===== config.mk =====
export PLATFORM = sky130hd
export DESIGN_NAME = ntc_div
export DESIGN_NICKNAME = d
export VERILOG_FILES = /design/src/ntc_pkg.sv /design/src/ntc_div.sv
export SDC_FILE = /design/constraint.sdc
export NUM_CORES = 2
export LEC_CHECK = 0
export ABC_AREA = 1
export BUFFER_PORTS_ARGS = -buffer_cell sky130_fd_sc_hd__clkbuf_2
export CAP_MARGIN = 20
export CORE_MARGIN = 2
export CORE_UTILIZATION = 60
export DETAILED_ROUTE_END_ITERATION = 8
export PLACE_DENSITY = 0.74
export SYNTH_ARGS = -nofsm -noshare
export SYNTH_HDL_FRONTEND = slang
export SYNTH_SLANG_ARGS = --single-unit

===== constraint.sdc =====
create_clock -name clk -period 5.5 [get_ports clk]
set_input_delay 1.65 -clock clk [delete_from_list [all_inputs] [get_ports clk]]
set_output_delay 1.65 -clock clk [all_outputs]
set_load 0.01 [all_outputs]

===== src/ntc_pkg.sv =====
`timescale 1ns / 1ps
`default_nettype none
package ntc_pkg;

	localparam int CFG_IDX_W = 2;
	localparam int CFG_DATA_W = 20;
	localparam int RES_W = 20;
	localparam int BETA_W = 14;
	localparam int SAMPLE_W = 12;
	localparam int TEMP_W = 12;

	localparam logic [CFG_IDX_W-1:0] REG_SERIES = 2'd0;
	localparam logic [CFG_IDX_W-1:0] REG_NOMINAL = 2'd1;
	localparam logic [CFG_IDX_W-1:0] REG_BETA = 2'd2;

	localparam logic [RES_W-1:0] SERIES_RST = 20'd10000;
	localparam logic [RES_W-1:0] NOMINAL_RST = 20'd10000;
	localparam logic [BETA_W-1:0] BETA_RST = 14'd3950;

	localparam logic [29:0] LN2_Q30 = 30'd744261118;
	localparam logic [63:0] SCALE_Q40 = 64'd100 << 40;
	localparam logic [63:0] T25_HUNDREDTHS = 64'd29815;
	localparam logic [63:0] INV25_Q40 = (SCALE_Q40 + T25_HUNDREDTHS / 64'd2) / T25_HUNDREDTHS;

	// kelvin hundredths at the clamp limits
	localparam logic [15:0] Q_LOW = 16'd23315;
	localparam logic [15:0] Q_HIGH = 16'd39315;
	localparam logic [15:0] Q_BIAS = 16'd23310;
	localparam logic [12:0] RECIP_10 = 13'd6554;

	localparam logic [TEMP_W-1:0] TEMP_MIN = 12'hE70;
	localparam logic [TEMP_W-1:0] TEMP_MAX = 12'd1200;
	localparam logic [TEMP_W-1:0] TEMP_OFS = 12'd400;

	// log2(1 + i/16) in q16
	function automatic logic [16:0] log2_tab(input logic [4:0] i);
		logic [16:0] v;
		begin
			case (i)
				5'd0: v = 17'd0;
				5'd1: v = 17'd5732;
				5'd2: v = 17'd11136;
				5'd3: v = 17'd16248;
				5'd4: v = 17'd21098;
				5'd5: v = 17'd25711;
				5'd6: v = 17'd30109;
				5'd7: v = 17'd34312;
				5'd8: v = 17'd38336;
				5'd9: v = 17'd42196;
				5'd10: v = 17'd45904;
				5'd11: v = 17'd49472;
				5'd12: v = 17'd52911;
				5'd13: v = 17'd56229;
				5'd14: v = 17'd59434;
				5'd15: v = 17'd62534;
				5'd16: v = 17'd65536;
				default: v = 17'd0;
			endcase
			return v;
		end
	endfunction

endpackage
`default_nettype wire


===== src/ntc_div.sv =====
`timescale 1ns / 1ps
`default_nettype none
module ntc_div import ntc_pkg::*; #(
	parameter int DW = 46,
	parameter int VW = 14,
	parameter int TW = 2
) (
	input wire logic clk,
	input wire logic arst_n,
	input wire logic en,
	input wire logic in_valid,
	input wire logic [DW-1:0] in_num,
	input wire logic [VW-1:0] in_den,
	input wire logic [TW-1:0] in_tag,
	output logic out_valid,
	output logic [DW-1:0] out_quo,
	output logic [TW-1:0] out_tag
);

	logic vld_s [DW+1];
	logic [DW-1:0] num_s [DW+1];
	logic [DW-1:0] quo_s [DW+1];
	logic [VW-1:0] rem_s [DW+1];
	logic [VW-1:0] den_s [DW+1];
	logic [TW-1:0] tag_s [DW+1];

	assign vld_s[0] = in_valid;
	assign num_s[0] = in_num;
	assign quo_s[0] = '0;
	assign rem_s[0] = '0;
	assign den_s[0] = in_den;
	assign tag_s[0] = in_tag;

	for (genvar k = 0; k < DW; k++) begin : g_stage
		logic [VW:0] trial;
		logic [VW:0] diff;
		logic ge;

		always_comb begin
			trial = {rem_s[k], num_s[k][DW-1]};
			diff = trial - {1'b0, den_s[k]};
			ge = trial >= {1'b0, den_s[k]};
		end

		always_ff @(posedge clk or negedge arst_n) begin
			if (!arst_n) begin
				vld_s[k+1] <= 1'b0;
			end else if (en) begin
				vld_s[k+1] <= vld_s[k];
			end
		end

		always_ff @(posedge clk) begin
			if (en) begin
				num_s[k+1] <= num_s[k] << 1;
				quo_s[k+1] <= {quo_s[k][DW-2:0], ge};
				rem_s[k+1] <= ge ? diff[VW-1:0] : trial[VW-1:0];
				den_s[k+1] <= den_s[k];
				tag_s[k+1] <= tag_s[k];
			end
		end
	end

	assign out_valid = vld_s[DW];
	assign out_quo = quo_s[DW];
	assign out_tag = tag_s[DW];

endmodule
`default_nettype wire


==> results.cfg <==
[status]
outcome = complete, no violations

[yosys]
synth_flop_cell = edfxtp_1
syn_inst = 13600
yosysTopAreaCell = edfxtp_1
yosysWarningCount = 0
synth.avg_cell_area_um2 = 11.7
netlist_area_um2 = 159000
synth_edf_count = 3468
yosysMostFrequentCell = nand2_1
ys_async_sr_fraction_pct = 1.31
synth_top_area_share_pct = 65.5
seq_area_frac_synth_pct = 66.3
syn_nets = 14400
synth_cell_types = 45
synthTopCellsByCount = 3508 x nand2_1, 3468 x edfxtp_1, 2562 x inv_1, 676 x ha_1, 603 x nand3_1
ys_seq_elements = 3514
yosys-top-cells-area = edfxtp_1 66%, nand2_1 8.3%, inv_1 6.1%

[critical_path]
cp_max_fo = 1
crit_required_ns = 3.85
crit_path_end_kind = output port
cp_cell_sequence = clkbuf_2
crit_path_start_kind = register
cp.arrival_ns = 1.49
cpLargestDelayFamily = flip-flops
critPathBufInv = 1
critPathMaxStageDelay_ns = 0.43
crit_slowest_cell = edfxtp_1
worst-setup-path-type = reg2out

[run]
drv_cap = 0

[die]
fp.dieW_um = 519
die_y_um = 519
dieArea_um2 = 269000
rows = 188
initial_core_util_pct = 60.4
fp.coreArea_um2 = 263000
io_pins = 115

[grt]
grt_max_degree = 166
grt_usage_pct = 20.8
antenna_found_initial = 3
first_global_vias = 87400
grt-ovfl-total = 0
grt_pass1_wl_um = 452000

[routing]
wl_met3_um = 13100
ant_nets = 0
drt_iter0_drc = 6959
wl_met2_um = 130000
vias = 90900
drt_wl_total_um = 282000
vias_per_cell = 5.10
drt_first_pass_iters = 6
drc_errors = 0
topRoutingLayerUsed = met5
met1_length_um = 129000
wl_per_cell_um = 15.8

[clock_network]
clock-sinks = 3514
post_cts_buffers = 0
cts_buffers = 351
clk_pin_slew_ns = 0.06
cts_tree = done
ctsRootBufferMaster = clkbuf_16
htree_num_levels = 5
cts_hold_buf = 0
cts.repair.resized = 0
clock_latency_ns = 0.91
clock_path_buffers = 4

[final_layout]
drive_gt1_share_pct = 9.17
regArea_um2 = 105000
multi_input_area_um2 = 42400
synthToLayoutAreaGrowth_pct = 10.1
nets = 14800
final_cell_area_um2 = 175000
final_core_util_pct = 66.5
n_fill_cell = 19400

[timing]
timing.setup.tns_ns = 0
maxSlewHeadroom_pct = 31.0
tightest_slew_ns = 1.03
hold_viol = 0
final_max_slew_viol_count = 0
period_share_pct = 57.1
min_period_ns = 3.14
finalSetupViolations = 0
fmax_mhz = 319
fin_skew_ns = 0.0484
rsz0062_at_grt = false

[placement]
dp_hpwl_um = 196000
place_congestion = 0.927
placed_area_um2 = 163000
io_buffers = 114

[pwr]
total_power_mw = 90.5
powerDensity_nw_per_um2 = 517
p_leak_nw = 76.2
vdd_drop_max_v = 0.000421

[worst_hold_path]
hold_class = reg2reg
## flip-flops by register name, indices dropped and copies added (netlist names)
register and count:
den_s 630, g_stage.trial 675, num_s 990, out_quo 46
out_tag 2, out_valid 1, quo_s 1035, tag_s 90
vld_s 45
## where the power goes
group | leakage [nW] | internal (mW) | switching [mW]
clock | 5.65 | 14.0 | 9.99
sequential | 34.5 | 35.1 | 2.34
combinational | 36.1 | 10.1 | 19.0
## final cells by class
class	instances	area share, %
multi-input cells	7367	24.2
repair buffers	181	0.823
diodes	2	0.00286
inverters	2593	5.56
clock buffers	415	5.26
well taps	3515	2.51
flip-flops and latches	3514	60.2
clock inverters	230	1.42
## final timing paths
path | from | to | slack (ns) | cells past startpoint
max | out_quo[17]$_DFFE_PP_ | out_quo[17] | 2.36 | 1
max in group asynchronous | arst_n | vld_s[27]$_DFFE_PN0P_ | 4.43 | 2
min reg2reg | num_s[1967]$_DFFE_PP_ | num_s[1922]$_DFFE_PP_ | 0.38 | 0
min | num_s[1967]$_DFFE_PP_ | num_s[1922]$_DFFE_PP_ | 0.38 | 0
min in group asynchronous | arst_n | vld_s[10]$_DFFE_PN0P_ | 0.60 | 1
max reg2reg | g_stage[12].trial[10]$_DFFE_PP_ | g_stage[13].trial[1]$_DFFE_PP_ | 3.09 | 9
## through the flow
step,setup WS [ns],hold WS [ns],std cells
3_5_place_dp,1.99,0.405,17200
3_3_place_gp,2.02,0.400,17200
4_1_cts,2.28,0.368,17800
6_report,2.36,0.376,17800
5_1_grt,2.30,0.381,17800
2_1_floorplan,2.63,0.400,13600
## routing by layer
| metal | vias to the layer above | track usage, % |
|---|---|---|
| li1 | 46100 | - |
| met1 | 42300 | 29.5 |
| met2 | 1930 | 33.6 |
| met3 | 568 | 2.66 |
| met4 | 2 | 7.05 |
| met5 | - | 0 |
## kinds of logic after synthesis
family,after synthesis,share of synthesized area [%]
and+or+nand+nor,5608,16.2
DFF,3514,66.3
buffers and inverters,2743,7.08
AOI/OAI and AO/OA,730,2.90
adders and majority gates,720,5.88
xor gates and xnor gates,309,1.70
## layout by cell type, fill, tap and decap left out, drive strengths merged, types with 45 or more instances in the layout
master / n
dfrtp: 46
nand4: 405
a21oi: 273
xor2: 250
inv: 2610
clkbuf: 528
nand3b: 45
nor2: 657
buf: 68
ha: 676
o21ai: 410
nand3: 720
and2: 87
xnor2: 59
clkinv: 147
edfxtp: 3468
nand2: 3655
Note: power is estimated with default switching activity, not from simulation.
