**config.mk**
```make
export PLATFORM = sky130hd
export DESIGN_NAME = ntc_log2
export DESIGN_NICKNAME = d
export VERILOG_FILES = /design/src/ntc_pkg.sv /design/src/ntc_log2.sv
export SDC_FILE = /design/constraint.sdc
export NUM_CORES = 1
export LEC_CHECK = 0
export ABC_CLOCK_PERIOD_IN_PS = 9750
export BUFFER_PORTS_ARGS = -buffer_cell sky130_fd_sc_hd__buf_2
export CELL_PAD_IN_SITES_DETAIL_PLACEMENT = 2
export CELL_PAD_IN_SITES_GLOBAL_PLACEMENT = 2
export CORE_UTILIZATION = 37
export DETAILED_ROUTE_END_ITERATION = 8
export PLACE_DENSITY = 0.85
export SETUP_SLACK_MARGIN = 0.2
export SYNTH_ARGS = -nofsm -noshare
export SYNTH_HDL_FRONTEND = slang
export SYNTH_SLANG_ARGS = --single-unit
```
**constraint.sdc**
```tcl
create_clock -name clk -period 9.75 [get_ports clk]
set_clock_uncertainty 0.15 [all_clocks]
set_input_delay 0.4875 -clock clk [delete_from_list [all_inputs] [get_ports clk]]
set_output_delay 0.4875 -clock clk [all_outputs]
set_load 0.01 [all_outputs]
```
**src/ntc_pkg.sv**
```systemverilog
`timescale 1ns / 1ps
`default_nettype none
package ntc_pkg;

	localparam int CFG_IDX_W = 2;
	localparam int CFG_DATA_W = 20;
	localparam int RES_W = 20;
	localparam int BETA_W = 14;
	localparam int SAMPLE_W = 12;
	localparam int TEMP_W = 12;

	localparam logic [CFG_IDX_W-1:0] REG_SERIES = 2'd0;
	localparam logic [CFG_IDX_W-1:0] REG_NOMINAL = 2'd1;
	localparam logic [CFG_IDX_W-1:0] REG_BETA = 2'd2;

	localparam logic [RES_W-1:0] SERIES_RST = 20'd10000;
	localparam logic [RES_W-1:0] NOMINAL_RST = 20'd10000;
	localparam logic [BETA_W-1:0] BETA_RST = 14'd3950;

	localparam logic [29:0] LN2_Q30 = 30'd744261118;
	localparam logic [63:0] SCALE_Q40 = 64'd100 << 40;
	localparam logic [63:0] T25_HUNDREDTHS = 64'd29815;
	localparam logic [63:0] INV25_Q40 = (SCALE_Q40 + T25_HUNDREDTHS / 64'd2) / T25_HUNDREDTHS;

	// kelvin hundredths at the clamp limits
	localparam logic [15:0] Q_LOW = 16'd23315;
	localparam logic [15:0] Q_HIGH = 16'd39315;
	localparam logic [15:0] Q_BIAS = 16'd23310;
	localparam logic [12:0] RECIP_10 = 13'd6554;

	localparam logic [TEMP_W-1:0] TEMP_MIN = 12'hE70;
	localparam logic [TEMP_W-1:0] TEMP_MAX = 12'd1200;
	localparam logic [TEMP_W-1:0] TEMP_OFS = 12'd400;

	// log2(1 + i/16) in q16
	function automatic logic [16:0] log2_tab(input logic [4:0] i);
		logic [16:0] v;
		begin
			case (i)
				5'd0: v = 17'd0;
				5'd1: v = 17'd5732;
				5'd2: v = 17'd11136;
				5'd3: v = 17'd16248;
				5'd4: v = 17'd21098;
				5'd5: v = 17'd25711;
				5'd6: v = 17'd30109;
				5'd7: v = 17'd34312;
				5'd8: v = 17'd38336;
				5'd9: v = 17'd42196;
				5'd10: v = 17'd45904;
				5'd11: v = 17'd49472;
				5'd12: v = 17'd52911;
				5'd13: v = 17'd56229;
				5'd14: v = 17'd59434;
				5'd15: v = 17'd62534;
				5'd16: v = 17'd65536;
				default: v = 17'd0;
			endcase
			return v;
		end
	endfunction

endpackage
`default_nettype wire

```
**src/ntc_log2.sv**
```systemverilog
`timescale 1ns / 1ps
`default_nettype none
module ntc_log2 import ntc_pkg::*; #(
	parameter int XW = 32,
	parameter int LW = 22
) (
	input wire logic clk,
	input wire logic en,
	input wire logic [XW-1:0] x,
	output logic [LW-1:0] log2_val
);

	localparam int PW = $clog2(XW);

	logic [PW-1:0] p;
	logic [PW-1:0] sh;
	logic [XW-1:0] xn;
	logic [PW-1:0] p_s1;
	logic [15:0] r_s1;
	logic [16:0] a0;
	logic [16:0] a1;
	logic [28:0] prod;
	logic [PW-1:0] p_s2;
	logic [16:0] a0_s2;
	logic [28:0] prod_s2;
	logic [28:0] rnd;
	logic [LW-1:0] l_s3;

	always_comb begin
		p = '0;
		for (int i = 0; i < XW; i++) begin
			if (x[i]) begin
				p = PW'(i);
			end
		end
		sh = PW'(XW - 1) - p;
		xn = x << sh;
	end

	always_comb begin
		a0 = log2_tab({1'b0, r_s1[15:12]});
		a1 = log2_tab({1'b0, r_s1[15:12]} + 5'd1);
		prod = 29'(a1 - a0) * 29'(r_s1[11:0]);
		rnd = prod_s2 + 29'd2048;
	end

	always_ff @(posedge clk) begin
		if (en) begin
			p_s1 <= p;
			r_s1 <= xn[XW-2 -: 16];
			p_s2 <= p_s1;
			a0_s2 <= a0;
			prod_s2 <= prod;
			l_s3 <= (LW'(p_s2) << 16) + LW'(a0_s2) + LW'(rnd[28:12]);
		end
	end

	assign log2_val = l_s3;

endmodule
`default_nettype wire

```
==> flow_summary.json, run 1 <==
{
  "start_util": 0.378,
  "timing_worst_slew_pin_value_ns": 1.25,
  "synth_compound_area_frac": 0.117,
  "drive_above_1_share": 0.119,
  "grt_max_degree": 67,
  "muxShareOfSynthArea": 0.0284,
  "routedWlPerCell_um": 25.7,
  "worstSetupEndpoint": "prod_s2[28]",
  "ff2ff_setup_slack_ns": 0.16,
  "worst-path-stages": 41,
  "synth_nets": 1987,
  "cpMaxStageDelayCell": "fa_1",
  "core-area_um2": 38900,
  "critical-path-max-stage-delay_ns": 0.63,
  "dp_hpwl_um": 41000,
  "die_x_um": 201,
  "critPathArrivalTime_ns": 9.54,
  "synth_fa_ha_area_frac": 0.356,
  "vias_per_cell": 5.70,
  "reg2reg_to": "prod_s2[28]",
  "reg2regPathDepth": 41,
  "grt_antenna_before_repair": 0,
  "dr.pass1.iters": 5,
  "cp-start-kind": "flip-flop",
  "rows": 72,
  "reg2reg_from": "r_s1[12]",
  "die_h_um": 201,
  "overflow": 0,
  "syn_area_per_cell_um2": 8.93,
  "status": "completed",
  "syn-instance-count": 1649,
  "crit_type": "flip-flop to flip-flop",
  "hold_viol": 0,
  "via_count": 12700,
  "required_ns": 9.70,
  "synth-simple-area-share": 0.175,
  "fmax_mhz": 104,
  "critPathLaunch": "r_s1[12]",
  "io_buffers": 55,
  "cts_buffers": 9,
  "finalMaxSlewViolations": 0,
  "grt_pass1_vias": 14500,
  "postSynth.asyncResetShare": 0,
  "worst-path-max-fanout": 6,
  "synth-seq-cells": 98,
  "setup_violations": 0,
  "cts_tree": "yes",
  "cp_top_family": "adder cells",
  "cts.sinks": 98,
  "place_congestion": 0.883,
  "clock_path_buffers": 2,
  "critPathBufInv": 7,
  "fillers": 4259,
  "path_clk_slew_ns": 0.07,
  "fin_crit_ns": 9.59,
  "yosysTopAreaCell": "fa_1",
  "synthTopCellsByArea": "fa_1 26%, edfxtp_1 17%, ha_1 9.6%, inv_1 6.9%, nand2_1 4.9%",
  "antenna_cells": 0,
  "synth-edff-count": 82,
  "drt-initial-drc-count": 734,
  "holdWs_ns": 0.274,
  "ys_seq_area_frac": 0.189,
  "ys_types": 81,
  "synth_xor_area_frac": 0.0464,
  "grt_pass1_wl_um": 82800,
  "layout_common_cells": "266 x inv_1, 194 x nand2_1, 187 x fa_1",
  "dieArea_um2": 40600,
  "clkLatencyLatePin_ns": 0.37,
  "relSlewSlack": 0.164,
  "max_cap_viol_count": 0,
  "hold_path.class": "flip-flop to flip-flop",
  "drc_errors": 0,
  "clockRootBuffer": "clkbuf_16",
  "cts_hold_buf": 0,
  "synth_top_family_by_area": "adder cells",
  "final_common_cell": "inv_1",
  "area_growth_pct": 11.5,
  "post-route-period-util": 0.984,
  "wirelength_um": 57500,
  "ant_nets": 0,
  "synth_area_um2": 14700,
  "grtUsageTotal": 0.263,
  "critPathCaptureType": "flip-flop",
  "yosysWarningCount": 0,
  "fin_nets": 2050,
  "htreeDepth": 3,
  "ys.flop_type": "edfxtp_1",
  "synth_top_area_frac": 0.260,
  "io_pins": 56
}
metrics by stage:
step | cell area, µm² | setup slack (ns) | TNS, ns | instances | utilization
finish | 16400 | 0.155 | 0 | 2235 | 0.422
global route | 16400 | -0.127 | -0.164 | 2235 | 0.422
CTS | 16100 | 0.209 | 0 | 2212 | 0.412
detailed placement | 15700 | -0.562 | -1.06 | 2192 | 0.403
global placement | 15700 | 0.227 | 0 | 2192 | 0.403
floorplan | 14700 | 0.274 | 0 | 1649 | -
final cells by class:
type | count | area [µm²] | share of cell area
Multi-Input combinational cell | 1208 | 10900 | 0.662
Clock inverter | 5 | 62.6 | 0.00381
Clock buffer | 11 | 233 | 0.0142
Timing Repair Buffer | 122 | 800 | 0.0487
Tap cell | 518 | 648 | 0.0395
Inverter | 273 | 1020 | 0.0624
Sequential cell | 98 | 2780 | 0.170
synth_stat cells (all sizes together) (4+ instances only):
cell type  count
inv          271
nand2        194
fa           191
ha           113
and2          98
nor2          92
edfxtp        82
a21oi         65
clkbuf        58
o21ai         55
xnor2         54
nand3         34
mux2i         29
nor3          28
xor2          24
nor2b         23
a31oi         17
dfxtp         16
a21o          15
and3          15
nand2b        14
o21a          13
buf           12
a211oi        11
mux2          11
nor4           9
o22ai          7
nand4          5
o211ai         5
o31ai          5
a21boi         4
a221oi         4
a22oi          4
a32o           4
a32oi          4
o311ai         4
o31a           4
or3            4
or4            4
worst min-delay path by stage:
stage / startpoint / end / slack (ns) / depth (start not counted)
5_1_grt: p_s1[2] / p_s2[2] / 0.29 / 0
3_5_place_dp: p_s1[0] / p_s2[0] / 0.26 / 0
3_3_place_gp: p_s1[1] / p_s2[1] / 0.25 / 0
2_1_floorplan: p_s1[0] / p_s2[0] / 0.25 / 0
6_report: p_s1[0] / p_s2[0] / 0.27 / 0
4_1_cts: p_s1[0] / p_s2[0] / 0.27 / 0
flip-flops by register name, indices dropped and copies added (netlist names):
signal	cells
a0_s2	16
prod_s2	18
r_s1	16
p_s2	5
p_s1	5
log2_val	22
a0	16
per-layer routing:
metal,vias up,track usage,part of all wire
met5,-,0,0
met4,0,0.0795,0.039
met3,146,0.0285,0.036
met2,362,0.513,0.55
met1,6709,0.295,0.38
li1,5517,-,-
logic make-up after synthesis:
| family | count (synthesis) |
|---|---|
| AO/OA/AOI/OAI | 255 |
| XOR/XNOR | 78 |
| adder cells (fa/ha/maj) | 304 |
| buffers and inverters | 343 |
| flip-flops | 98 |
| multiplexers | 40 |
| AND/OR/NAND/NOR | 531 |
repair_timing:
item | 4_1_cts | 5_1_grt
gates resized for setup | 20 | 45
setup buffers | 4 | 23
endpoints found under the setup margin | 10 | 5
pin swaps | 3 | 19
Power of run 1 is not shown: default switching activity piles up to over one toggle a cycle in this logic, so the estimate is an artifact.
==> run 2, diff against run 1 <==
ABC_CLOCK_PERIOD_IN_PS = 10370   (was 9750)
CORE_UTILIZATION = 40   (was 37)
PLACE_DENSITY = 0.87   (was 0.85)
clock period = 10.37 ns   (was 9.75 ns; I/O delays follow)
==> run 2 against run 1 <==
Net effect: global-route usage grew 2.5 points; cell count shrank 3.6%; non-clock buffer count shrank 25; largest cell class unchanged; critical path type unchanged; flip-flop and latch count is the same; via count shrank 3.3%; register-to-register slack gained 0.22 ns; wire length shrank 5.8%; fmax shrank 4.0%; core utilization grew 2.4 points; first-iteration DRC count shrank 20%; critical path depth shrank 2; sequential share of layout area grew 0.41 points.
==> flow_summary.json, run 2 (synthesis gave the netlist of run 1 again) <==
{
  "wirelength_um": 54200,
  "hold_viol": 0,
  "core-area_um2": 35900,
  "die_h_um": 194,
  "drive_above_1_share": 0.0916,
  "grt_max_degree": 61,
  "htreeDepth": 3,
  "reg2reg_to": "prod_s2[28]",
  "critPathCaptureType": "flip-flop",
  "reg2reg_from": "r_s1[13]",
  "fin_crit_ns": 10.0,
  "setup_tns_ns": 0,
  "min_path_cells": 0,
  "drc_errors": 0,
  "cts.sinks": 98,
  "place_congestion": 0.901,
  "path_clk_slew_ns": 0.09,
  "relSlewSlack": 0.187,
  "layout_common_cells": "268 x inv_1, 194 x nand2_1, 190 x fa_1",
  "dieArea_um2": 37600,
  "timing_worst_slew_pin_value_ns": 1.21,
  "cts_tree": "yes",
  "fillers": 3954,
  "final_common_cell": "inv_1",
  "io_buffers": 55,
  "rsz0062_at_grt": "false",
  "grtUsageTotal": 0.287,
  "critPathArrivalTime_ns": 9.96,
  "cpMaxStageDelayCell": "o21ai_0",
  "clock_path_buffers": 2,
  "largest_reg_flops": 22,
  "required_ns": 10.34,
  "vias_per_cell": 5.72,
  "max_cap_viol_count": 0,
  "critical-path-max-stage-delay_ns": 0.59,
  "drt-initial-drc-count": 587,
  "fin_nets": 2025,
  "grt_pass1_vias": 14500,
  "fmax_mhz": 100,
  "clockRootBuffer": "clkbuf_16",
  "hold_end": "a0_s2[10]",
  "dr.pass1.iters": 5,
  "dp_hpwl_um": 41800,
  "grt_antenna_before_repair": 0,
  "finalMaxSlewViolations": 0,
  "start_util": 0.410,
  "setup_violations": 0,
  "worst-path-max-fanout": 12,
  "ff2ff_setup_slack_ns": 0.37,
  "overflow": 0,
  "cts_buffers": 9,
  "crit_type": "flip-flop to flip-flop",
  "status": "completed",
  "area_growth_pct": 8.87,
  "cp-start-kind": "flip-flop",
  "hp-start": "a0[10]",
  "routedWlPerCell_um": 25.2,
  "cts_hold_buf": 0,
  "io_pins": 56,
  "via_count": 12300,
  "hold_path.class": "flip-flop to flip-flop",
  "die_x_um": 194,
  "reg2regPathDepth": 39,
  "clkLatencyLatePin_ns": 0.37,
  "ant_nets": 0,
  "grt_pass1_wl_um": 83500,
  "post-route-period-util": 0.964,
  "rows": 69
}
[run 2: worst max-delay path by stage]
stage | start | to | slack, ns | cells past startpoint
2_1_floorplan | r_s1[12] | prod_s2[28] | 0.89 | 41
3_3_place_gp | r_s1[12] | prod_s2[28] | 0.53 | 38
3_5_place_dp | r_s1[12] | prod_s2[28] | -0.34 | 39
5_1_grt | r_s1[12] | prod_s2[28] | 0.005 | 38
6_report | r_s1[13] | prod_s2[28] | 0.37 | 39
4_1_cts | r_s1[13] | prod_s2[28] | 0.24 | 39
[run 2: per-stage QoR]
step | setup WS (ns) | cells | hold WS (ns) | instance area [µm²] | utilization
after detailed placement | -0.336 | 2125 | 0.267 | 15500 | 0.432
after CTS | 0.242 | 2147 | 0.284 | 15900 | 0.443
final | 0.374 | 2154 | 0.283 | 16000 | 0.446
after global routing | 0.00474 | 2153 | 0.284 | 16000 | 0.446
after floorplan | 0.894 | 1649 | 0.250 | 14700 | -
after global placement | 0.533 | 2125 | 0.252 | 15500 | 0.432
[run 2: layer usage]
| layer | wire [µm] | GRT usage | vias to the layer above |
|---|---|---|---|
| met5 | 0 | 0 | - |
| met1 | 21200 | 0.330 | 6443 |
| met2 | 29500 | 0.548 | 274 |
| met3 | 1480 | 0.0313 | 126 |
| li1 | - | - | 5468 |
| met4 | 2100 | 0.102 | 0 |
[run 2: repair_timing]
item                       4_1_cts  5_1_grt
pin swaps                        0        1
buffers inserted                 6        6
cloned                           0        0
resized for setup                5       17
setup endpoints to repair        5        3
[run 2: layout make-up]
type | count | area [µm²] | share of cell area
multi-input combinational | 1208 | 10700 | 0.669
inverter | 273 | 1020 | 0.0639
clock buffer | 9 | 225 | 0.0141
antenna | 1 | 2.50 | 0.000156
timing repair buffer | 97 | 593 | 0.0370
sequential | 98 | 2780 | 0.174
tap | 461 | 577 | 0.0360
clock inverter | 7 | 91.3 | 0.00570
[run 2: worst max-delay path: cells and delay by family (launching register included)]
family | cells | cell delay [ns]
XOR/XNOR | 1 | 0.09
flip-flops | 1 | 0.41
buffers and inverters | 7 | 0.72
AND/OR/NAND/NOR | 6 | 0.97
adder cells (fa/ha/maj) | 8 | 3.53
AO/OA/AOI/OAI | 17 | 3.85
Power of run 2 is left out for the same reason.
==> run 3, diff against run 2 <==
REMOVE_ABC_BUFFERS = 1   (was not set)
==> run 3 against run 2 <==
Net effect: the flow now finishes with violations (setup timing); first-iteration DRC count is 61% higher; critical endpoint unchanged; final area is 1.3% higher; fmax is 4.9% lower.
==> flow_summary.json, run 3 (synthesis gave the netlist of run 1 again) <==
{
  "final_common_cell": "inv_1",
  "dr.pass1.iters": 5,
  "start_util": 0.410,
  "fmax_mhz": 95.1,
  "htreeDepth": 3,
  "finalMaxSlewViolations": 0,
  "cp-start-kind": "flip-flop",
  "place_congestion": 0.881,
  "grt_max_degree": 61,
  "relSlewSlack": 0.189,
  "cpMaxStageDelayCell": "fa_1",
  "clockRootBuffer": "clkbuf_16",
  "critPathBufInv": 7,
  "layout_common_cells": "265 x inv_1, 194 x nand2_1, 188 x fa_1",
  "post-route-period-util": 1.01,
  "drive_above_1_share": 0.110,
  "rows": 69,
  "largest_reg_flops": 22,
  "dieArea_um2": 37600,
  "area_growth_pct": 10.3,
  "hold_path.class": "flip-flop to flip-flop",
  "io_buffers": 55,
  "setup_violations": 1,
  "grt_pass1_wl_um": 86300,
  "status": "finished with violations",
  "ant_nets": 0,
  "timing_worst_slew_pin_value_ns": 1.22,
  "critPathArrivalTime_ns": 10.48,
  "grt_pass1_vias": 14700,
  "cp_top_family": "adder cells",
  "via_count": 12900,
  "core-area_um2": 35900,
  "wirelength_um": 61100,
  "required_ns": 10.34,
  "multi_input_area_um2": 10800,
  "cts_tree": "yes",
  "fillers": 3878,
  "cts.sinks": 98,
  "max_cap_viol_count": 0,
  "antenna_cells": 0,
  "regArea_um2": 2780,
  "die_x_um": 194,
  "grt_antenna_before_repair": 0,
  "hold_viol": 0,
  "worst-path-max-fanout": 10,
  "grtUsageTotal": 0.298,
  "fin_crit_ns": 10.51,
  "violations": "setup timing",
  "crit_type": "flip-flop to flip-flop",
  "fin_nets": 2044,
  "cts_hold_buf": 0,
  "critPathCaptureType": "flip-flop",
  "drc_errors": 0,
  "overflow": 0,
  "vias_per_cell": 5.93,
  "routedWlPerCell_um": 28.1,
  "setup_tns_ns": -0.140,
  "dp_hpwl_um": 40700,
  "die_h_um": 194,
  "critical-path-max-stage-delay_ns": 0.57,
  "final.setup.worst_slack_ns": -0.140,
  "clkLatencyLatePin_ns": 0.38,
  "path_clk_slew_ns": 0.08,
  "io_pins": 56,
  "clock_path_buffers": 2,
  "drt-initial-drc-count": 947,
  "cts_buffers": 9
}
## run 3: cell types whose count changed in the layout (fill, tap and decap cells not counted), sizes merged
cell and delta:
buf +18, clkdlybuf4s15 +1, clkinv -2, clkinvlp +4, diode -1, inv -2
## run 3: metrics by stage
stage | cells | cell area, µm² | setup WS, ns | util | hold slack (ns)
floorplan | 1579 | 14400 | 1.10 | - | 0.250
global placement | 2127 | 15500 | 0.662 | 0.433 | 0.253
detailed placement | 2127 | 15500 | -0.185 | 0.433 | 0.256
CTS | 2148 | 15900 | 0.232 | 0.443 | 0.273
global route | 2172 | 16200 | -0.236 | 0.452 | 0.287
finish | 2172 | 16200 | -0.140 | 0.452 | 0.280
## run 3: worst paths after layout
path	from	end	slack, ns	cells after the start
min	p_s1[1]	p_s2[1]	0.28	0
max	r_s1[12]	prod_s2[28]	-0.14	35
max reg2reg	r_s1[12]	prod_s2[28]	-0.14	35
min reg2reg	p_s1[1]	p_s2[1]	0.28	0
## run 3: per-layer routing
layer,up-vias,track usage,wire length (µm)
met4,0,0.133,3470
met3,208,0.0290,2360
met1,6725,0.335,22600
li1,5509,-,-
met2,441,0.568,32600
met5,-,0,0
## run 3: what timing repair did
| item | in CTS | in global routing |
|---|---|---|
| gates resized for setup | 10 | 35 |
| setup buffers | 5 | 23 |
| cloned | 0 | 1 |
| pin swaps | 0 | 6 |
| setup endpoints to repair | 6 | 3 |
## run 3: layout make-up
class / count / area share
Tap cell: 461 / 0.0355
Timing Repair Buffer: 116 / 0.0458
Clock buffer: 9 / 0.0139
Clock inverter: 7 / 0.00493
Inverter: 273 / 0.0638
Multi-Input combinational cell: 1208 / 0.665
Sequential cell: 98 / 0.171
Power of run 3 is left out for the same reason.
